===== config.mk =====
export PLATFORM = sky130hd
export DESIGN_NAME = cursor_position_tracker_top_flat
export DESIGN_NICKNAME = d
export VERILOG_FILES = /design/src/rtl/cpt_pkg.sv /design/src/rtl/cpt_if.sv /design/src/rtl/cpt_regs.sv /design/src/rtl/cpt_front.sv /design/src/rtl/cpt_queue.sv /design/src/rtl/cpt_back.sv /design/src/rtl/cursor_position_tracker_top.sv /design/src/flat_wrapper.sv
export SDC_FILE = /design/constraint.sdc
export NUM_CORES = 1
export LEC_CHECK = 0
export BUFFER_PORTS_ARGS = -buffer_cell sky130_fd_sc_hd__clkbuf_2
export CAP_MARGIN = 15
export CORE_UTILIZATION = 35
export CTS_BUF_LIST = sky130_fd_sc_hd__clkbuf_4 sky130_fd_sc_hd__clkbuf_8 sky130_fd_sc_hd__clkbuf_16
export DETAILED_ROUTE_END_ITERATION = 16
export PLACE_DENSITY = 0.55
export SYNTH_ARGS = -nofsm -noshare
export SYNTH_HDL_FRONTEND = slang
export SYNTH_SLANG_ARGS = --single-unit

===== constraint.sdc =====
create_clock -name clk -period 11.32 [get_ports clk]
set_input_delay 1.132 -clock clk [delete_from_list [all_inputs] [get_ports clk]]
set_output_delay 1.132 -clock clk [all_outputs]
set_load 0.01 [all_outputs]

===== src/rtl/cpt_pkg.sv =====
`default_nettype none
// ----------------------------------------------------------------------------
// cpt_pkg
// Shared types and constants of the cursor position tracker.
// ----------------------------------------------------------------------------
package cpt_pkg;

	localparam int COORD_BITS     = 12;
	localparam int BUTTON_BITS    = 5;
	localparam int WINDOW_ID_BITS = 16;
	localparam int SPEED_BITS     = 4;
	localparam int COUNT_BITS     = 32;
	localparam int CMD_BITS       = 3;
	localparam int STATUS_BITS    = 2;
	localparam int CFG_INDEX_BITS = 3;
	localparam int CFG_DATA_BITS  = COORD_BITS;

	// doubled delta times speed, and cursor plus that
	localparam int DELTA_BITS = COORD_BITS + SPEED_BITS + 1;
	localparam int SUM_BITS   = DELTA_BITS + 1;

	localparam int ACCEL_THRESHOLD = 6;

	localparam int QUEUE_DEPTH = 2;
	localparam int PTR_BITS    = $clog2(QUEUE_DEPTH);
	localparam int CNT_BITS    = $clog2(QUEUE_DEPTH + 1);

	localparam logic [COORD_BITS-1:0] RESET_WIDTH    = COORD_BITS'(640);
	localparam logic [COORD_BITS-1:0] RESET_HEIGHT   = COORD_BITS'(480);
	localparam logic [COORD_BITS-1:0] RESET_CURSOR_X = COORD_BITS'(320);
	localparam logic [COORD_BITS-1:0] RESET_CURSOR_Y = COORD_BITS'(240);
	localparam logic [SPEED_BITS-1:0] RESET_SPEED    = SPEED_BITS'(1);

	typedef enum logic [CMD_BITS-1:0] {
		CMD_MOVE    = 3'd0,
		CMD_SET     = 3'd1,
		CMD_BUTTONS = 3'd2,
		CMD_RECLAMP = 3'd3,
		CMD_GRAB    = 3'd4,
		CMD_RELEASE = 3'd5
	} cmd_t;

	typedef enum logic [STATUS_BITS-1:0] {
		ST_OK        = 2'd0,
		ST_BUSY      = 2'd1,
		ST_NOT_OWNER = 2'd2
	} grab_status_t;

	typedef enum logic [CFG_INDEX_BITS-1:0] {
		REG_SCREEN_WIDTH  = 3'd0,
		REG_SCREEN_HEIGHT = 3'd1,
		REG_SPEED         = 3'd2,
		REG_CLIP_ENABLE   = 3'd3,
		REG_CLIP_LEFT     = 3'd4,
		REG_CLIP_TOP      = 3'd5,
		REG_CLIP_RIGHT    = 3'd6,
		REG_CLIP_BOTTOM   = 3'd7
	} reg_index_t;

	typedef struct packed {
		logic [COORD_BITS-1:0] screen_width;
		logic [COORD_BITS-1:0] screen_height;
		logic [SPEED_BITS-1:0] speed;
		logic                  clip_enable;
		logic [COORD_BITS-1:0] clip_left;
		logic [COORD_BITS-1:0] clip_top;
		logic [COORD_BITS-1:0] clip_right;
		logic [COORD_BITS-1:0] clip_bottom;
	} cfg_t;

	// classified item as it sits in the queue
	typedef struct packed {
		cmd_t                         cmd;
		logic signed [DELTA_BITS-1:0] dx;
		logic signed [DELTA_BITS-1:0] dy;
		logic [COORD_BITS-1:0]        abs_x;
		logic [COORD_BITS-1:0]        abs_y;
		logic [BUTTON_BITS-1:0]       buttons;
		logic [WINDOW_ID_BITS-1:0]    window_id;
	} entry_t;

	typedef struct packed {
		logic [COORD_BITS-1:0]     pos_x;
		logic [COORD_BITS-1:0]     pos_y;
		logic [BUTTON_BITS-1:0]    buttons_held;
		logic [BUTTON_BITS-1:0]    new_presses;
		logic [COUNT_BITS-1:0]     move_count;
		logic [COUNT_BITS-1:0]     click_count;
		logic [COUNT_BITS-1:0]     grab_count;
		logic                      grab_held;
		logic [WINDOW_ID_BITS-1:0] grab_owner;
		grab_status_t              status;
	} result_t;

endpackage
`default_nettype wire


===== src/rtl/cpt_if.sv =====
`default_nettype none
// ----------------------------------------------------------------------------
// cpt_if
// Valid/ready channels carrying cursor commands and cursor results.
// ----------------------------------------------------------------------------
interface cpt_in_if import cpt_pkg::*; ();
	logic                      valid;
	logic                      ready;
	logic [CMD_BITS-1:0]       command;
	logic [COORD_BITS-1:0]     delta_x;
	logic [COORD_BITS-1:0]     delta_y;
	logic [COORD_BITS-1:0]     abs_x;
	logic [COORD_BITS-1:0]     abs_y;
	logic [BUTTON_BITS-1:0]    button_mask;
	logic [WINDOW_ID_BITS-1:0] window_id;

	modport source (output valid, command, delta_x, delta_y, abs_x, abs_y,
		button_mask, window_id, input ready);
	modport sink (input valid, command, delta_x, delta_y, abs_x, abs_y,
		button_mask, window_id, output ready);
endinterface

interface cpt_out_if import cpt_pkg::*; ();
	logic                      valid;
	logic                      ready;
	logic [COORD_BITS-1:0]     pos_x;
	logic [COORD_BITS-1:0]     pos_y;
	logic [BUTTON_BITS-1:0]    buttons_held;
	logic [BUTTON_BITS-1:0]    new_presses;
	logic [COUNT_BITS-1:0]     move_count;
	logic [COUNT_BITS-1:0]     click_count;
	logic [COUNT_BITS-1:0]     grab_count;
	logic                      grab_held;
	logic [WINDOW_ID_BITS-1:0] grab_owner;
	logic [STATUS_BITS-1:0]    status;

	modport source (output valid, pos_x, pos_y, buttons_held, new_presses,
		move_count, click_count, grab_count, grab_held, grab_owner, status,
		input ready);
	modport sink (input valid, pos_x, pos_y, buttons_held, new_presses,
		move_count, click_count, grab_count, grab_held, grab_owner, status,
		output ready);
endinterface
`default_nettype wire


===== src/rtl/cpt_regs.sv =====
`default_nettype none
// ----------------------------------------------------------------------------
// cpt_regs
// Configuration register file, written through a plain write port.
// ----------------------------------------------------------------------------
module cpt_regs import cpt_pkg::*; (
	input  wire logic                      clk,
	input  wire logic                      arst_n,
	input  wire logic                      cfg_we,
	input  wire logic [CFG_INDEX_BITS-1:0] cfg_index,
	input  wire logic [CFG_DATA_BITS-1:0]  cfg_data,
	output cfg_t                           cfg
);

	cfg_t cfg_q;

	always_ff @(posedge clk or negedge arst_n) begin
		if (!arst_n) begin
			cfg_q.screen_width  <= RESET_WIDTH;
			cfg_q.screen_height <= RESET_HEIGHT;
			cfg_q.speed         <= RESET_SPEED;
			cfg_q.clip_enable   <= 1'b0;
			cfg_q.clip_left     <= '0;
			cfg_q.clip_top      <= '0;
			cfg_q.clip_right    <= '0;
			cfg_q.clip_bottom   <= '0;
		end else if (cfg_we) begin
			case (reg_index_t'(cfg_index))
				REG_SCREEN_WIDTH:  cfg_q.screen_width  <= cfg_data[COORD_BITS-1:0];
				REG_SCREEN_HEIGHT: cfg_q.screen_height <= cfg_data[COORD_BITS-1:0];
				REG_SPEED:         cfg_q.speed         <= cfg_data[SPEED_BITS-1:0];
				REG_CLIP_ENABLE:   cfg_q.clip_enable   <= cfg_data[0];
				REG_CLIP_LEFT:     cfg_q.clip_left     <= cfg_data[COORD_BITS-1:0];
				REG_CLIP_TOP:      cfg_q.clip_top      <= cfg_data[COORD_BITS-1:0];
				REG_CLIP_RIGHT:    cfg_q.clip_right    <= cfg_data[COORD_BITS-1:0];
				REG_CLIP_BOTTOM:   cfg_q.clip_bottom   <= cfg_data[COORD_BITS-1:0];
				default: begin
				end
			endcase
		end
	end

	assign cfg = cfg_q;

endmodule
`default_nettype wire


===== src/rtl/cpt_front.sv =====
`default_nettype none
// ----------------------------------------------------------------------------
// cpt_front
// Accepts command items, decodes them and scales move deltas for the queue.
// ----------------------------------------------------------------------------
module cpt_front import cpt_pkg::*; (
	cpt_in_if.sink                 cmd,
	input  wire logic [SPEED_BITS-1:0] speed,
	input  wire logic              full,
	output logic                   push,
	output entry_t                 push_data
);

	function automatic logic signed [DELTA_BITS-1:0] scale_delta(
		input logic [COORD_BITS-1:0] d,
		input logic [SPEED_BITS-1:0] spd
	);
		logic signed [COORD_BITS-1:0] ds;
		logic signed [COORD_BITS:0]   acc;
		logic signed [DELTA_BITS-1:0] a;
		logic signed [DELTA_BITS-1:0] b;
		ds = $signed(d);
		// magnitude above threshold doubles the delta
		if (ds > $signed(COORD_BITS'(ACCEL_THRESHOLD)) ||
			ds < -$signed(COORD_BITS'(ACCEL_THRESHOLD)))
			acc = $signed({d, 1'b0});
		else
			acc = $signed({d[COORD_BITS-1], d});
		a = $signed({{(DELTA_BITS-COORD_BITS-1){acc[COORD_BITS]}}, acc});
		// zero speed behaves as one
		if (spd == '0)
			b = DELTA_BITS'(1);
		else
			b = $signed({{(DELTA_BITS-SPEED_BITS){1'b0}}, spd});
		return a * b;
	endfunction

	assign cmd.ready = !full;
	assign push      = cmd.valid && !full;

	always_comb begin
		push_data.cmd       = cmd_t'(cmd.command);
		push_data.dx        = scale_delta(cmd.delta_x, speed);
		push_data.dy        = scale_delta(cmd.delta_y, speed);
		push_data.abs_x     = cmd.abs_x;
		push_data.abs_y     = cmd.abs_y;
		push_data.buttons   = cmd.button_mask;
		push_data.window_id = cmd.window_id;
	end

endmodule
`default_nettype wire


===== src/rtl/cpt_queue.sv =====
`default_nettype none
// ----------------------------------------------------------------------------
// cpt_queue
// Short first-in first-out queue between the front and back parts.
// ----------------------------------------------------------------------------
module cpt_queue import cpt_pkg::*; (
	input  wire logic   clk,
	input  wire logic   arst_n,
	input  wire logic   push,
	input  wire entry_t push_data,
	output logic        full,
	input  wire logic   pop,
	output entry_t      pop_data,
	output logic        empty
);

	entry_t              mem_q [QUEUE_DEPTH];
	logic [PTR_BITS-1:0] wr_ptr_q;
	logic [PTR_BITS-1:0] rd_ptr_q;
	logic [CNT_BITS-1:0] count_q;
	logic                do_push;
	logic                do_pop;

	function automatic logic [PTR_BITS-1:0] ptr_next(input logic [PTR_BITS-1:0] p);
		if (p == PTR_BITS'(QUEUE_DEPTH - 1))
			return '0;
		return p + PTR_BITS'(1);
	endfunction

	assign full     = (count_q == CNT_BITS'(QUEUE_DEPTH));
	assign empty    = (count_q == '0);
	assign do_push  = push && !full;
	assign do_pop   = pop && !empty;
	assign pop_data = mem_q[rd_ptr_q];

	always_ff @(posedge clk) begin
		if (do_push) begin
			mem_q[wr_ptr_q] <= push_data;
		end
	end

	always_ff @(posedge clk or negedge arst_n) begin
		if (!arst_n) begin
			wr_ptr_q <= '0;
			rd_ptr_q <= '0;
			count_q  <= '0;
		end else begin
			if (do_push)
				wr_ptr_q <= ptr_next(wr_ptr_q);
			if (do_pop)
				rd_ptr_q <= ptr_next(rd_ptr_q);
			if (do_push && !do_pop)
				count_q <= count_q + CNT_BITS'(1);
			else if (do_pop && !do_push)
				count_q <= count_q - CNT_BITS'(1);
		end
	end

endmodule
`default_nettype wire


===== src/rtl/cpt_back.sv =====
`default_nettype none
// ----------------------------------------------------------------------------
// cpt_back
// Executes queued commands against the cursor state and registers results.
// ----------------------------------------------------------------------------
module cpt_back import cpt_pkg::*; (
	input  wire logic   clk,
	input  wire logic   arst_n,
	input  wire cfg_t   cfg,
	input  wire entry_t head,
	input  wire logic   head_valid,
	output logic        pop,
	cpt_out_if.source   result
);

	logic [COORD_BITS-1:0]     cursor_x_q, cursor_y_q;
	logic [BUTTON_BITS-1:0]    held_q;
	logic [COUNT_BITS-1:0]     moves_q, clicks_q, grabs_q;
	logic                      grab_active_q;
	logic [WINDOW_ID_BITS-1:0] grab_window_q;
	logic                      res_valid_q;
	result_t                   res_q;

	logic [COORD_BITS-1:0]     cursor_x_n, cursor_y_n;
	logic [BUTTON_BITS-1:0]    held_n, fresh;
	logic [COUNT_BITS-1:0]     moves_n, clicks_n, grabs_n;
	logic                      grab_active_n;
	logic [WINDOW_ID_BITS-1:0] grab_window_n;
	grab_status_t              status_n;
	logic signed [SUM_BITS-1:0] sum_x, sum_y;

	function automatic logic signed [SUM_BITS-1:0] widen(input logic [COORD_BITS-1:0] v);
		return $signed({{(SUM_BITS-COORD_BITS){1'b0}}, v});
	endfunction

	// lower bounds first, upper after, so the upper bound wins a conflict
	function automatic logic [COORD_BITS-1:0] clamp_axis(
		input logic signed [SUM_BITS-1:0] p,
		input logic [COORD_BITS-1:0]      size,
		input logic [COORD_BITS-1:0]      clo,
		input logic [COORD_BITS-1:0]      chi,
		input logic                       en
	);
		logic [COORD_BITS-1:0]      lo;
		logic [COORD_BITS-1:0]      hi;
		logic signed [SUM_BITS-1:0] q;
		lo = '0;
		hi = (size != '0) ? size - COORD_BITS'(1) : '0;
		if (en) begin
			lo = clo;
			if (chi != '0 && chi - COORD_BITS'(1) < hi)
				hi = chi - COORD_BITS'(1);
		end
		q = p;
		if (q < widen(lo))
			q = widen(lo);
		if (q > widen(hi))
			q = widen(hi);
		if (q < 0)
			q = '0;
		return q[COORD_BITS-1:0];
	endfunction

	assign pop = head_valid && (!res_valid_q || result.ready);

	always_comb begin
		cursor_x_n    = cursor_x_q;
		cursor_y_n    = cursor_y_q;
		held_n        = held_q;
		fresh         = '0;
		moves_n       = moves_q;
		clicks_n      = clicks_q;
		grabs_n       = grabs_q;
		grab_active_n = grab_active_q;
		grab_window_n = grab_window_q;
		status_n      = ST_OK;
		sum_x = widen(cursor_x_q) + $signed({head.dx[DELTA_BITS-1], head.dx});
		sum_y = widen(cursor_y_q) + $signed({head.dy[DELTA_BITS-1], head.dy});
		case (head.cmd)
			CMD_MOVE: begin
				if (sum_x < 0)
					sum_x = '0;
				if (sum_y < 0)
					sum_y = '0;
				cursor_x_n = clamp_axis(sum_x, cfg.screen_width, cfg.clip_left,
					cfg.clip_right, cfg.clip_enable);
				cursor_y_n = clamp_axis(sum_y, cfg.screen_height, cfg.clip_top,
					cfg.clip_bottom, cfg.clip_enable);
				moves_n = moves_q + COUNT_BITS'(1);
			end
			CMD_SET: begin
				cursor_x_n = clamp_axis(widen(head.abs_x), cfg.screen_width,
					cfg.clip_left, cfg.clip_right, cfg.clip_enable);
				cursor_y_n = clamp_axis(widen(head.abs_y), cfg.screen_height,
					cfg.clip_top, cfg.clip_bottom, cfg.clip_enable);
			end
			CMD_BUTTONS: begin
				fresh  = head.buttons & ~held_q;
				held_n = head.buttons;
				if (fresh != '0)
					clicks_n = clicks_q + COUNT_BITS'(1);
			end
			CMD_RECLAMP: begin
				cursor_x_n = clamp_axis(widen(cursor_x_q), cfg.screen_width,
					cfg.clip_left, cfg.clip_right, cfg.clip_enable);
				cursor_y_n = clamp_axis(widen(cursor_y_q), cfg.screen_height,
					cfg.clip_top, cfg.clip_bottom, cfg.clip_enable);
			end
			CMD_GRAB: begin
				if (grab_active_q && grab_window_q != head.window_id) begin
					status_n = ST_BUSY;
				end else begin
					grab_active_n = 1'b1;
					grab_window_n = head.window_id;
					grabs_n       = grabs_q + COUNT_BITS'(1);
				end
			end
			CMD_RELEASE: begin
				if (grab_active_q) begin
					if (grab_window_q != head.window_id) begin
						status_n = ST_NOT_OWNER;
					end else begin
						grab_active_n = 1'b0;
						grab_window_n = '0;
					end
				end
			end
			default: begin
			end
		endcase
	end

	always_ff @(posedge clk or negedge arst_n) begin
		if (!arst_n) begin
			cursor_x_q    <= RESET_CURSOR_X;
			cursor_y_q    <= RESET_CURSOR_Y;
			held_q        <= '0;
			moves_q       <= '0;
			clicks_q      <= '0;
			grabs_q       <= '0;
			grab_active_q <= 1'b0;
			grab_window_q <= '0;
			res_valid_q   <= 1'b0;
		end else begin
			if (pop) begin
				cursor_x_q    <= cursor_x_n;
				cursor_y_q    <= cursor_y_n;
				held_q        <= held_n;
				moves_q       <= moves_n;
				clicks_q      <= clicks_n;
				grabs_q       <= grabs_n;
				grab_active_q <= grab_active_n;
				grab_window_q <= grab_window_n;
				res_valid_q   <= 1'b1;
			end else if (result.ready) begin
				res_valid_q <= 1'b0;
			end
		end
	end

	always_ff @(posedge clk) begin
		if (pop) begin
			res_q.pos_x        <= cursor_x_n;
			res_q.pos_y        <= cursor_y_n;
			res_q.buttons_held <= held_n;
			res_q.new_presses  <= fresh;
			res_q.move_count   <= moves_n;
			res_q.click_count  <= clicks_n;
			res_q.grab_count   <= grabs_n;
			res_q.grab_held    <= grab_active_n;
			res_q.grab_owner   <= grab_active_n ? grab_window_n : '0;
			res_q.status       <= status_n;
		end
	end

	assign result.valid        = res_valid_q;
	assign result.pos_x        = res_q.pos_x;
	assign result.pos_y        = res_q.pos_y;
	assign result.buttons_held = res_q.buttons_held;
	assign result.new_presses  = res_q.new_presses;
	assign result.move_count   = res_q.move_count;
	assign result.click_count  = res_q.click_count;
	assign result.grab_count   = res_q.grab_count;
	assign result.grab_held    = res_q.grab_held;
	assign result.grab_owner   = res_q.grab_owner;
	assign result.status       = res_q.status;

endmodule
`default_nettype wire


===== src/rtl/cursor_position_tracker_top.sv =====
`default_nettype none
// ----------------------------------------------------------------------------
// cursor_position_tracker_top
// Cursor tracker: accelerated moves, clamping, buttons and grab ownership.
// ----------------------------------------------------------------------------
// Takes one command per clock while the queue is not full, and returns one
// result per command, in order. An accepted command is decoded and its move
// deltas scaled by the speed register, then it waits in a two-entry queue;
// the back end executes it against the cursor state and registers its result
// in the result register, which holds it until the result side takes it.
// Sustained rate is one command per cycle while the result side is ready, as
// the add-and-clamp on the cursor position in the back end is combinational.
// Configuration registers are written through cfg_we/cfg_index/cfg_data and
// must only change while no command is in flight.
module cursor_position_tracker_top import cpt_pkg::*; (
	input  wire logic                      clk,
	input  wire logic                      arst_n,
	cpt_in_if.sink                         cmd,
	cpt_out_if.source                      result,
	input  wire logic                      cfg_we,
	input  wire logic [CFG_INDEX_BITS-1:0] cfg_index,
	input  wire logic [CFG_DATA_BITS-1:0]  cfg_data
);

	cfg_t   cfg;
	entry_t push_data;
	entry_t head;
	logic   push;
	logic   full;
	logic   empty;
	logic   pop;

	cpt_regs u_regs (
		.clk       (clk),
		.arst_n    (arst_n),
		.cfg_we    (cfg_we),
		.cfg_index (cfg_index),
		.cfg_data  (cfg_data),
		.cfg       (cfg)
	);

	cpt_front u_front (
		.cmd       (cmd),
		.speed     (cfg.speed),
		.full      (full),
		.push      (push),
		.push_data (push_data)
	);

	cpt_queue u_queue (
		.clk       (clk),
		.arst_n    (arst_n),
		.push      (push),
		.push_data (push_data),
		.full      (full),
		.pop       (pop),
		.pop_data  (head),
		.empty     (empty)
	);

	cpt_back u_back (
		.clk        (clk),
		.arst_n     (arst_n),
		.cfg        (cfg),
		.head       (head),
		.head_valid (!empty),
		.pop        (pop),
		.result     (result)
	);

endmodule
`default_nettype wire

===== src/flat_wrapper.sv =====
// flat-port wrapper written by rule: the top's interface ports become plain ports
module cursor_position_tracker_top_flat import cpt_pkg::*;
  (clk, arst_n, cfg_we, cfg_index, cfg_data, cmd_valid, cmd_command, cmd_delta_x, cmd_delta_y, cmd_abs_x, cmd_abs_y, cmd_button_mask, cmd_window_id, cmd_ready, result_valid, result_pos_x, result_pos_y, result_buttons_held, result_new_presses, result_move_count, result_click_count, result_grab_count, result_grab_held, result_grab_owner, result_status, result_ready);
  cpt_in_if cmd_i ();
  cpt_out_if result_i ();
  input  wire logic clk;
  input  wire logic arst_n;
  input  wire logic cfg_we;
  input  wire logic [CFG_INDEX_BITS-1:0] cfg_index;
  input  wire logic [CFG_DATA_BITS-1:0] cfg_data;
  input wire logic [$bits(cmd_i.valid)-1:0] cmd_valid;
  input wire logic [$bits(cmd_i.command)-1:0] cmd_command;
  input wire logic [$bits(cmd_i.delta_x)-1:0] cmd_delta_x;
  input wire logic [$bits(cmd_i.delta_y)-1:0] cmd_delta_y;
  input wire logic [$bits(cmd_i.abs_x)-1:0] cmd_abs_x;
  input wire logic [$bits(cmd_i.abs_y)-1:0] cmd_abs_y;
  input wire logic [$bits(cmd_i.button_mask)-1:0] cmd_button_mask;
  input wire logic [$bits(cmd_i.window_id)-1:0] cmd_window_id;
  output wire logic [$bits(cmd_i.ready)-1:0] cmd_ready;
  output wire logic [$bits(result_i.valid)-1:0] result_valid;
  output wire logic [$bits(result_i.pos_x)-1:0] result_pos_x;
  output wire logic [$bits(result_i.pos_y)-1:0] result_pos_y;
  output wire logic [$bits(result_i.buttons_held)-1:0] result_buttons_held;
  output wire logic [$bits(result_i.new_presses)-1:0] result_new_presses;
  output wire logic [$bits(result_i.move_count)-1:0] result_move_count;
  output wire logic [$bits(result_i.click_count)-1:0] result_click_count;
  output wire logic [$bits(result_i.grab_count)-1:0] result_grab_count;
  output wire logic [$bits(result_i.grab_held)-1:0] result_grab_held;
  output wire logic [$bits(result_i.grab_owner)-1:0] result_grab_owner;
  output wire logic [$bits(result_i.status)-1:0] result_status;
  input wire logic [$bits(result_i.ready)-1:0] result_ready;
  assign cmd_i.valid = cmd_valid;
  assign cmd_i.command = cmd_command;
  assign cmd_i.delta_x = cmd_delta_x;
  assign cmd_i.delta_y = cmd_delta_y;
  assign cmd_i.abs_x = cmd_abs_x;
  assign cmd_i.abs_y = cmd_abs_y;
  assign cmd_i.button_mask = cmd_button_mask;
  assign cmd_i.window_id = cmd_window_id;
  assign cmd_ready = cmd_i.ready;
  assign result_valid = result_i.valid;
  assign result_pos_x = result_i.pos_x;
  assign result_pos_y = result_i.pos_y;
  assign result_buttons_held = result_i.buttons_held;
  assign result_new_presses = result_i.new_presses;
  assign result_move_count = result_i.move_count;
  assign result_click_count = result_i.click_count;
  assign result_grab_count = result_i.grab_count;
  assign result_grab_held = result_i.grab_held;
  assign result_grab_owner = result_i.grab_owner;
  assign result_status = result_i.status;
  assign result_i.ready = result_ready;
  cursor_position_tracker_top u_core (.clk(clk), .arst_n(arst_n), .cmd(cmd_i), .result(result_i), .cfg_we(cfg_we), .cfg_index(cfg_index), .cfg_data(cfg_data));
endmodule

# Word level (Yosys, flattened, before mapping)
# Memories as Yosys holds them, arrays and structs flattened.
# Cells that the tools add are included.
totals:
  register_bits: 373
  ram_bits: 164
  inputBits: 92
  out_inout_bits: 151
  wordCells: 215
  memories: 1
mem_list:
  columns: ["memory", "depth", "width", "rd", "rd_clocked_by_memory_dff", "wr", "line_no", "text"]
  rows:
  - ["u_core.u_queue.mem_q", 2, 82, 1, 0, 1, "cpt_queue.sv:17", "entry_t mem_q [QUEUE_DEPTH];"]
classes:
  n_addsub: 13
  multipliers: 2
  n_lt_le_gt_ge: 26
  n_eq_ne: 14
  mux: 91
  bitwise_logic: 2
  reduce_logical: 36
op_table:
  columns: ["cell", "count"]
  rows:
  - ["$mux W18", 24]
  - ["$mux W12", 32]
  - ["$mux W32", 5]
  - ["$lt A18 B1 Y1 const B", 8]
  - ["$gt A18 B13 Y1", 6]
  - ["$add A32 B1 Y32 const B", 3]
  - ["$lt A12 B12 Y1", 6]
  - ["$pmux W12 S3", 2]
  - ["$mux W16", 3]
  - ["$reduce_bool A12 Y1", 4]
  - ["$sub A12 B1 Y12 const B", 4]
  - ["$add A13 B17 Y18", 2]
  - ["$lt A18 B13 Y1", 2]
  - ["$mul A13 B5 Y17", 2]
  - ["$pmux W16 S2", 1]
  - ["$gt A12 B4 Y1 const B", 2]
  - ["$lt A12 B4 Y1 const B", 2]
  - ["$eq A3 B3 Y1 const B", 6]
  - ["$mux W1", 16]
  - ["$ne A16 B16 Y1", 1]
  - ["$reduce_and A2 Y1", 8]
  - ["$eq A3 B2 Y1 const B", 4]
  - ["$logic_and A1 B1 Y1", 9]
  - ["$mux W2", 4]
  - ["18 further kinds", 28]

# Logic depth before layout (Yosys ltp)
# Gate-level depths: netlist (run 1).
# An unclocked memory read counts as a cell.
depth:
  ltp_word: 14
  mapped_depth: 41

# Hierarchy
# From an unflattened synthesis (run 1), not the netlist that was laid out.
hier_totals:
  cells_unflattened: 3212
  hier_area_um2: 34431.8
modules_own_cells:
  columns: ["module", "n_inst", "cells_per_inst", "area_each_um2", "seq_area_each_um2"]
  rows:
  - ["cpt_back", 1, 2211, 20628.5, 8060.2]
  - ["cpt_queue", 1, 274, 6463.7, 5024.8]
  - ["cpt_front", 1, 558, 4292.9, 0.0]
  - ["cpt_regs", 1, 168, 3042.9, 1935.6]
  - ["cursor_position_tracker_top", 1, 1, 3.8, 0.0]

# Worst setup path after synthesis (run 1)
# OpenSTA, ideal clock, no wires.
synth_timing:
  path_type: "reg2reg"
  from: "register u_core.u_queue.rd_ptr_q"
  to: "register, netlist name u_core.u_back.result.pos_x[11]"
  t_arrival_ns: 8.466
  required_time_ns: 11.060
  setup_slack_ns: 2.594
  path_stages_with_launch: 39
  n_path_buf: 8
  cell_sequence: "dfrtp_1 buf_6 buf_8 buf_6 clkbuf_1 buf_1 buf_1 clkbuf_1 mux2_2 ha_1 fa_1 a211oi_2 nor2_1 o21a_1 nor2_1 o21ai_0 and4b_1 o41a_1 (+3 left out) nor3b_1 nor4b_1 o21a_1 a2111oi_4 buf_4 mux2i_1 inv_1 ha_1 a211oi_1 o21ai_0 a221o_1 a41oi_1 o21ai_0 nand2_1 and3_1 nor2_1 a211o_1 mux2_2"
synth_between:
  elab_chain_cells: 14
  word_cells_on_any_way: 25
  classes_between: "add/sub (1); order compare (7); eq/ne (2); mux (13); reduce/logical (1); memory (1)"
synth_lines:
  columns: ["element", "line_no", "text"]
  rows:
  - ["start: declaration", "cpt_queue.sv:19", "logic [PTR_BITS-1:0] rd_ptr_q;"]
  - ["start signal: assignment", "cpt_queue.sv:51", "rd_ptr_q <= ptr_next(rd_ptr_q);"]
  - ["$mem_v2 Z2 W82 (*)", null, null]
  - ["$add A13 B17 Y18", "cpt_back.sv:77", "sum_x = widen(cursor_x_q) + $signed({head.dx[DELTA_BITS-1], head.dx});"]
  - ["$lt A18 B1 Y1", "cpt_back.sv:81", "if (sum_x < 0)"]
  - ["$mux W18", "cpt_back.sv:81", null]
  - ["$mux W18", "cpt_back.sv:79", "case (head.cmd)"]
  - ["$lt A18 B13 Y1", "cpt_back.sv:55", "if (q < widen(lo))"]
  - ["$mux W18", "cpt_back.sv:55", null]
  - ["$mux W18", "cpt_back.sv:79", null]
  - ["$gt A18 B13 Y1", "cpt_back.sv:57", "if (q > widen(hi))"]
  - ["$mux W18", "cpt_back.sv:57", null]
  - ["$mux W18", "cpt_back.sv:79", null]
  - ["$lt A18 B1 Y1", "cpt_back.sv:59", "if (q < 0)"]
  - ["$mux W12", "cpt_back.sv:59", null]
  - ["$pmux W12 S3 (*)", "cpt_back.sv:79", null]
  - ["net u_core.u_back.cursor_x_n[11]", "cpt_back.sv:24", "logic [COORD_BITS-1:0] cursor_x_n, cursor_y_n;"]
# Mark *: on every way through the listed nets, which the timed path passes. The rest lies on a longest branch. The select of a mux whose other input is x is not followed.
# A chain may end at the register's enable or synchronous reset.

# Final worst setup path (run 1)
layout_timing:
  from: "register u_core.u_queue.rd_ptr_q"
  to: "register, netlist name u_core.u_back.result.pos_y[8]"
layout_between:
  elab_chain_cells: 14
  word_cells_on_any_way: 25
  classes_between: "add/sub (1); order compare (7); eq/ne (2); mux (13); reduce/logical (1); memory (1)"
layout_lines:
  columns: ["element", "line_no", "text"]
  rows:
  - ["$mem_v2 Z2 W82 (*)", null, null]
  - ["$add A13 B17 Y18", "cpt_back.sv:78", "sum_y = widen(cursor_y_q) + $signed({head.dy[DELTA_BITS-1], head.dy});"]
  - ["$lt A18 B1 Y1", "cpt_back.sv:83", "if (sum_y < 0)"]
  - ["$mux W18", "cpt_back.sv:83", null]
  - ["$mux W18", "cpt_back.sv:79", null]
  - ["$lt A18 B13 Y1", "cpt_back.sv:55", null]
  - ["$mux W18", "cpt_back.sv:55", null]
  - ["$mux W18", "cpt_back.sv:79", null]
  - ["$gt A18 B13 Y1", "cpt_back.sv:57", null]
  - ["$mux W18", "cpt_back.sv:57", null]
  - ["$mux W18", "cpt_back.sv:79", null]
  - ["$lt A18 B1 Y1", "cpt_back.sv:59", null]
  - ["$mux W12", "cpt_back.sv:59", null]
  - ["$pmux W12 S3 (*)", "cpt_back.sv:79", null]
  - ["net u_core.u_back.cursor_y_n[8]", "cpt_back.sv:24", null]
# Marks and branches as above.

==> results_dict.tcl, run 1 <==
set metrics [dict create \
    drc 0 \
    slowest_stage "sky130_fd_sc_hd__o31ai_1" \
    grt_max_degree 86 \
    skew_ps 28.7 \
    standard_cell_area_after_detailed_placement_um2 36400 \
    dp_hpwl_mm 68.8 \
    synth.distinct_cells 95 \
    post-synth-top-area-cell "sky130_fd_sc_hd__edfxtp_1" \
    ios 243 \
    critical-path-max-stage-delay_ps 880 \
    synth_top_area_share_pct 27.8 \
    final_net_count 3807 \
    critPathLaunchType "flop" \
    final_cells 4725 \
    cts_root_buf "sky130_fd_sc_hd__clkbuf_16" \
    critPathArrivalTime_ps 9800 \
    crit_path_max_fanout 38 \
    vias 24354 \
    grt.overflow.total 0 \
    warnings_from_yosys 0 \
    type_of_the_worst_min_delay_path "input pin to asynchronous set/reset pin" \
    clock_path_buffers 3 \
    synthFlopType "sky130_fd_sc_hd__edfxtp_1" \
    postCtsResizedCells 0 \
    synth.top_cells.by_area "sky130_fd_sc_hd__edfxtp_1 (28%), sky130_fd_sc_hd__dfrtp_1 (16%), sky130_fd_sc_hd__ha_1 (9.4%), sky130_fd_sc_hd__mux2_2 (5.5%), sky130_fd_sc_hd__xnor2_1 (4.5%)" \
    wire_per_inst_um 19.4 \
    htree_num_levels 2 \
    mappedNetlistArea_um2 33800 \
    final_min_period_over_clock_period_pct 82.1 \
    die_area_um2 97700 \
    fmax_mhz 108 \
    postLayoutSetupSlackWorst_ps 2030 \
    drt_iter0_markers 1755 \
    asyncSetResetFlopFracSynth_pct 41.7 \
    dp_worst_setup_slack_ps 2070 \
    ff2ff_setup_slack_ps 2030 \
    path_clk_slew_ps 60 \
    postSynthCellCount 3166 \
    worst_slew_slack_as_a_fraction_of_its_limit_pct 22.4 \
    critical_path.top_delay_family "compound AO/OA/AOI/OAI gates" \
    area_growth_pct 14.2 \
    cts_made_buffers 60 \
    rsz0062_at_grt "false" \
    clock-sinks 537 \
    final_hold_fails 0 \
    ant_nets 0 \
    floorplan.initialDensity_pct 35.4 \
    cp_num_buf_inv 3 \
    power.density_cell_area_nw_per_um2 307 \
    critical_path.most_common_cell "sky130_fd_sc_hd__a21o_1" \
    max-vdd-ir-drop_mv 0.197 \
    postLayoutCellArea_um2 38600 \
    count_of_max_cap_constraint_violations 0 \
    port_buffers 242 \
    utilization_pct 40.5 \
    row_count 113 \
    critPathKind "flop to flop" \
    clock_insertion_delay_worst_skew_ps 670 \
    core_area_um2 95300 \
    most_common_cell_after_layout_fill_and_taps_aside "sky130_fd_sc_hd__edfxtp_1" \
    worst_pin_slew_ps 1150 \
    timing.critical_path.to_type "flop" \
    most-common-layout-cells "sky130_fd_sc_hd__edfxtp_1 (313), sky130_fd_sc_hd__nand2_1 (292), sky130_fd_sc_hd__ha_1 (254)" \
    synth.avg_cell_area_um2 10.7 \
    place_inst 4610 \
    synth_edf_count 313 \
    n_fill_cell 9319 \
    grt_antenna_before_repair 8 \
    first_global_vias 23716 \
    synth.net_count 3566 \
    die_width_um 313 \
    vias_per_cell 5.15 \
    synth_sequential_area_ratio_pct 44.5 \
    power.static_leakage_uw 0.0169 \
    grt_first_pass_wirelength_mm 141 \
    cts-hold-fix-buffers 0 \
    groute.usage.overall_pct 18.5 \
    finalWirelength_mm 91.4 \
    synth-seq-cells 537 \
    run_status "finished clean" \
    timing.final.setup_violations 0 \
    post-cts-setup-buffer-count 0 \
    clock_period_minus_worst_slack_ps 9290 \
    finalMaxSlewViolations 0 \
    die-height_um 313 \
    place.gp.congestion 0.920 \
    drt-pass1-iter-count 6 \
    totalNegativeSetupSlack_ps 0 \
    proportion_of_layout_cells_with_a_drive_suffix_above_1_pct 17.8 \
    clock_tree_from_tritoncts "done" \
    cp.required_ps 11830 \
]
[worst reg2reg max path, delay by kind of cell, from the launching register on]
kind	cells	cell delay [ps]
flops	1	870
mux	1	430
fa+ha+maj	3	900
compound gates	16	4620
buf+inv	3	1220
simple gates	5	1130
[flip-flops by register name, indices dropped and copies added (netlist names), 12 cells and up]
name,flops
u_core.u_regs.cfg,77
u_core.u_back.grabs_q,32
u_core.u_back.cursor_y_q,12
u_core.u_back.grab_window_q,16
u_core.u_back.result.click_count,32
u_core.u_back.result.grab_owner,16
u_core.u_queue.mem_q,164
u_core.u_back.moves_q,32
u_core.u_back.result.grab_count,32
u_core.u_back.result.pos_x,12
u_core.u_back.result.move_count,32
u_core.u_back.cursor_x_q,12
u_core.u_back.result.pos_y,12
u_core.u_back.clicks_q,32
[layer usage]
layer | part of all wire [%] | GRT usage, % | up-vias
li1 | - | - | 11842
met1 | 47 | 25.6 | 11872
met2 | 47 | 30.7 | 525
met3 | 4.5 | 2.43 | 103
met4 | 1.7 | 3.87 | 12
met5 | 0.090 | 0 | -
[cell usage after synthesis (14+ instances only)]
cell type	count
sky130_fd_sc_hd__nand4_1	51
sky130_fd_sc_hd__xor2_1	117
sky130_fd_sc_hd__a211oi_1	21
sky130_fd_sc_hd__nor2b_1	16
sky130_fd_sc_hd__inv_1	217
sky130_fd_sc_hd__nor2_1	225
sky130_fd_sc_hd__xnor2_1	172
sky130_fd_sc_hd__o211ai_1	17
sky130_fd_sc_hd__a21o_1	35
sky130_fd_sc_hd__and3_1	40
sky130_fd_sc_hd__nand2_1	292
sky130_fd_sc_hd__a221oi_1	14
sky130_fd_sc_hd__a31oi_1	16
sky130_fd_sc_hd__a22o_1	20
sky130_fd_sc_hd__a21oi_1	114
sky130_fd_sc_hd__and2_1	73
sky130_fd_sc_hd__mux2i_1	49
sky130_fd_sc_hd__nor4_1	26
sky130_fd_sc_hd__clkbuf_1	69
sky130_fd_sc_hd__nand3_1	86
sky130_fd_sc_hd__edfxtp_1	313
sky130_fd_sc_hd__mux2_2	164
sky130_fd_sc_hd__o21a_1	34
sky130_fd_sc_hd__nor3_1	72
sky130_fd_sc_hd__o21bai_1	15
sky130_fd_sc_hd__ha_1	254
sky130_fd_sc_hd__fa_1	54
sky130_fd_sc_hd__dfrtp_1	211
sky130_fd_sc_hd__o21ai_1	16
sky130_fd_sc_hd__o21ai_0	116
sky130_fd_sc_hd__a22oi_1	19
[stage by stage]
step,power (uW),hold slack [ps]
floorplan,7910,460
global placement,9750,475
detailed placement,9760,475
CTS,11900,468
global route,12800,495
finish,11800,446
[cell families after synthesis]
group / synth area share (%)
AO/OA/AOI/OAI: 10.7
XOR/XNOR: 7.50
flip-flops: 44.5
adder cells (fa/ha/maj): 12.6
multiplexers: 7.21
buffers and inverters: 3.78
AND/OR/NAND/NOR: 13.7
[report_power, final]
group / leakage (uW) / switching, uW / internal, uW / total, uW
registers: 0.00585 / 487 / 2860 / 3350
clock network: 0.00105 / 848 / 1220 / 2070
logic: 0.00997 / 3900 / 2530 / 6430
[final cells by class]
class | instances | area [um2] | share of cell area [%]
Tap cell | 1265 | 1580 | 4.10
Antenna cell | 1 | 2.50 | 0.00649
Sequential cell | 537 | 15000 | 39.0
Clock inverter | 39 | 480 | 1.25
Inverter | 218 | 826 | 2.14
Multi-Input combinational cell | 2311 | 17500 | 45.4
Clock buffer | 75 | 1640 | 4.25
Timing Repair Buffer | 279 | 1500 | 3.89
[worst paths after layout]
| path | start | end | cells after the start |
|---|---|---|---|
| setup / recovery | u_core.u_queue.rd_ptr_q | u_core.u_back.result.pos_y[8] | 28 |
| hold / removal | arst_n | u_core.u_back.clicks_q[14] | 1 |
| setup reg to reg | u_core.u_queue.rd_ptr_q | u_core.u_back.result.pos_y[8] | 28 |
| hold reg to reg | u_core.u_back.grabs_q[31] | u_core.u_back.grabs_q[31] | 1 |
| max in group asynchronous | arst_n | u_core.u_regs.cfg[29] | 3 |
| min in group clk | u_core.u_back.grabs_q[31] | u_core.u_back.grabs_q[31] | 1 |
No activity file was read; power rests on OpenSTA's default activity.
==> run 2: changes to the inputs <==
--- a/config.mk
+++ b/config.mk
@@ -5,6 +5,7 @@
 export SDC_FILE = /design/constraint.sdc
 export NUM_CORES = 1
 export LEC_CHECK = 0
+export ABC_AREA = 1
 export BUFFER_PORTS_ARGS = -buffer_cell sky130_fd_sc_hd__clkbuf_2
 export CAP_MARGIN = 15
 export CORE_UTILIZATION = 35
==> constraint.sdc (replaced) <==
create_clock -name clk -period 8.8 [get_ports clk]
set_input_delay 0.88 -clock clk [delete_from_list [all_inputs] [get_ports clk]]
set_output_delay 0.88 -clock clk [all_outputs]
set_load 0.01 [all_outputs]
==> run 2 against run 1 <==
  * Clock-buffer cell count fell by 2
  * Hold slack worse by 220 ps
  * Flip-flop and latch count unchanged
  * Wire length grew 3.6%
  * Combinational power rose by 18%
  * Critical path depth increased by 7
  * Sequential share of layout area is 0.96 points lower
  * Synthesized cell count grew 34%
  * Global-route usage increased by 0.25 points
  * Register-to-register slack worse by 500 ps
  * Critical path type unchanged
  * Clock skew up 22 ps
  * Total power rose by 22%
==> results_dict.tcl, run 2 <==
set metrics [dict create \
    run_status "finished clean" \
    worst-path-stages 35 \
    totalNegativeSetupSlack_ps 0 \
    synth.avg_cell_area_um2 8.22 \
    utilization_pct 40.1 \
    max-vdd-ir-drop_mv 0.347 \
    power.static_leakage_uw 0.0192 \
    synth_sequential_area_ratio_pct 43.1 \
    ant_nets 0 \
    cp_num_buf_inv 3 \
    timing.final.setup_violations 0 \
    die_area_um2 101000 \
    synthTopCellsByCount "sky130_fd_sc_hd__nand2_1 (1283), sky130_fd_sc_hd__inv_1 (565), sky130_fd_sc_hd__o21ai_0 (325), sky130_fd_sc_hd__edfxtp_1 (313), sky130_fd_sc_hd__ha_1 (254)" \
    count_of_max_cap_constraint_violations 0 \
    synth_most_common_cell "sky130_fd_sc_hd__nand2_1" \
    final_hold_fails 0 \
    dp_hpwl_mm 70.4 \
    critPathKind "flop to flop" \
    groute.usage.overall_pct 18.7 \
    finalMaxSlewViolations 0 \
    n_fill_cell 10002 \
    rsz0062_at_grt "false" \
    clock_insertion_delay_worst_skew_ps 680 \
    skew_ps 50.4 \
    cts_made_buffers 60 \
    largest_register_ff_count 164 \
    fin_total_pwr_uw 14400 \
    asyncSetResetFlopFracSynth_pct 41.7 \
    wire_per_inst_um 16.3 \
    type_of_the_worst_min_delay_path "input pin to asynchronous set/reset pin" \
    drc 0 \
    cts_root_buf "sky130_fd_sc_hd__clkbuf_16" \
    synth_edf_count 313 \
    port_buffers 242 \
    post-cts-setup-buffer-count 0 \
    clock_period_minus_worst_slack_ps 7270 \
    timing.reg2reg.worst_path_depth 35 \
    crit_path_max_fanout 64 \
    post-synth-top-area-cell "sky130_fd_sc_hd__edfxtp_1" \
    postCtsResizedCells 0 \
    most-common-layout-cells "sky130_fd_sc_hd__nand2_1 (1283), sky130_fd_sc_hd__inv_1 (564), sky130_fd_sc_hd__o21ai_0 (325)" \
    most_common_cell_after_layout_fill_and_taps_aside "sky130_fd_sc_hd__nand2_1" \
    ios 243 \
    proportion_of_layout_cells_with_a_drive_suffix_above_1_pct 11.0 \
    ff2ff_setup_slack_ps 1530 \
    synth-seq-cells 537 \
    regToRegEndpoint "u_core.u_back.result.pos_y[0]" \
    critical-path-max-stage-delay_ps 830 \
    critPathArrivalTime_ps 7640 \
    synthFlopType "sky130_fd_sc_hd__edfxtp_1" \
    critical_path.reg2reg.startpoint "u_core.u_queue.rd_ptr_q" \
    grt_max_degree 232 \
    floorplan.initialDensity_pct 35.4 \
    fmax_mhz 138 \
    synth.distinct_cells 62 \
    place_inst 5680 \
    vias_per_cell 4.83 \
    clock_tree_from_tritoncts "done" \
    critPathLaunchType "flop" \
    die-height_um 318 \
    die_width_um 318 \
    largest-register "u_core.u_queue.mem_q" \
    htree_num_levels 2 \
    critical_path.top_delay_family "simple AND/OR/NAND/NOR gates" \
    final_cells 5796 \
    final_min_period_over_clock_period_pct 82.6 \
    synth_top_area_share_pct 26.9 \
    first_global_vias 26742 \
    row_count 115 \
    timing.critical_path.to_type "flop" \
    path_clk_slew_ps 60 \
    synth.net_count 4644 \
    final_net_count 4855 \
    mappedNetlistArea_um2 34900 \
    holdWs_ps 228 \
    synth.top_cells.by_area "sky130_fd_sc_hd__edfxtp_1 (27%), sky130_fd_sc_hd__dfrtp_1 (15%), sky130_fd_sc_hd__nand2_1 (14%), sky130_fd_sc_hd__ha_1 (9.1%), sky130_fd_sc_hd__inv_1 (6.1%)" \
    warnings_from_yosys 0 \
    vias 27999 \
    place.gp.congestion 0.884 \
    critical_path.most_common_cell "sky130_fd_sc_hd__nand2_1" \
    grt_first_pass_wirelength_mm 150 \
    finalWirelength_mm 94.7 \
    cts-hold-fix-buffers 0 \
    worst_pin_slew_ps 1220 \
    power.density_cell_area_nw_per_um2 365 \
    core_area_um2 98600 \
    slowest_stage "sky130_fd_sc_hd__dfrtp_4" \
    clock-sinks 537 \
    grt.overflow.total 0 \
    cp.required_ps 9170 \
    clock_path_buffers 3 \
    area_growth_pct 13.3 \
    drt-pass1-iter-count 5 \
    postSynthCellCount 4244 \
    drt_iter0_markers 1746 \
    grt_antenna_before_repair 12 \
    worst_slew_slack_as_a_fraction_of_its_limit_pct 18.6 \
]
run 2: worst max path at each step:
stage,from,to,slack [ps]
global route,u_core.u_queue.rd_ptr_q,u_core.u_back.cursor_y_q[3],700
floorplan,result_ready,u_core.u_back.result.buttons_held[0],2530
CTS,u_core.u_queue.rd_ptr_q,u_core.u_back.result.pos_x[5],1560
global placement,u_core.u_queue.rd_ptr_q,u_core.u_back.result.pos_x[5],1680
detailed placement,u_core.u_queue.rd_ptr_q,u_core.u_back.result.pos_x[5],1600
finish,u_core.u_queue.rd_ptr_q,u_core.u_back.result.pos_y[0],1530
run 2: final cells by class:
type,instances,area [um2],area share (%)
flip-flops and latches,537,15000,38.0
multi-input cells,3016,17200,43.6
clock buffers,73,1640,4.14
repair buffers,268,1450,3.68
inverters,572,2150,5.45
diodes,3,7.51,0.0190
clock inverters,40,437,1.10
well taps,1287,1610,4.07
run 2: logic make-up (layout without fill, tap and decap cells):
group                      after synthesis  after routing  share of synthesized area, %
muxes                                    4              4                         0.115
adders and majority gates              308            308                          12.2
other                                    0              3                             0
xor gates and xnor gates               174            174                          4.39
and+or+nand+nor                       1971           1971                          24.1
AOI/OAI and AO/OA                      559            559                          8.48
buffers and inverters                  691            953                          7.70
DFF                                    537            537                          43.1
run 2: where the power goes:
group          internal, uW  leakage, uW  switching [uW]
combinational          2510       0.0122            5050
sequential             3770      0.00596             495
clock                  1510      0.00103            1100
total                  7790       0.0192            6650
run 2: per-stage QoR:
| stage | worst slack, ps | area (um2) |
|---|---|---|
| 6_report | 1530 | 39500 |
| 3_5_place_dp | 1600 | 37500 |
| 4_1_cts | 1560 | 39500 |
| 5_1_grt | 699 | 39500 |
| 2_1_floorplan | 2530 | 34900 |
| 3_3_place_gp | 1680 | 37500 |
run 2: routing by layer:
metal	wire length (um)	GRT usage, %	part of all wire [%]
met4	2320	4.99	2.4
met2	44300	31.2	47
met1	43500	25.0	46
met5	98	0	0.10
met3	4500	3.14	4.8
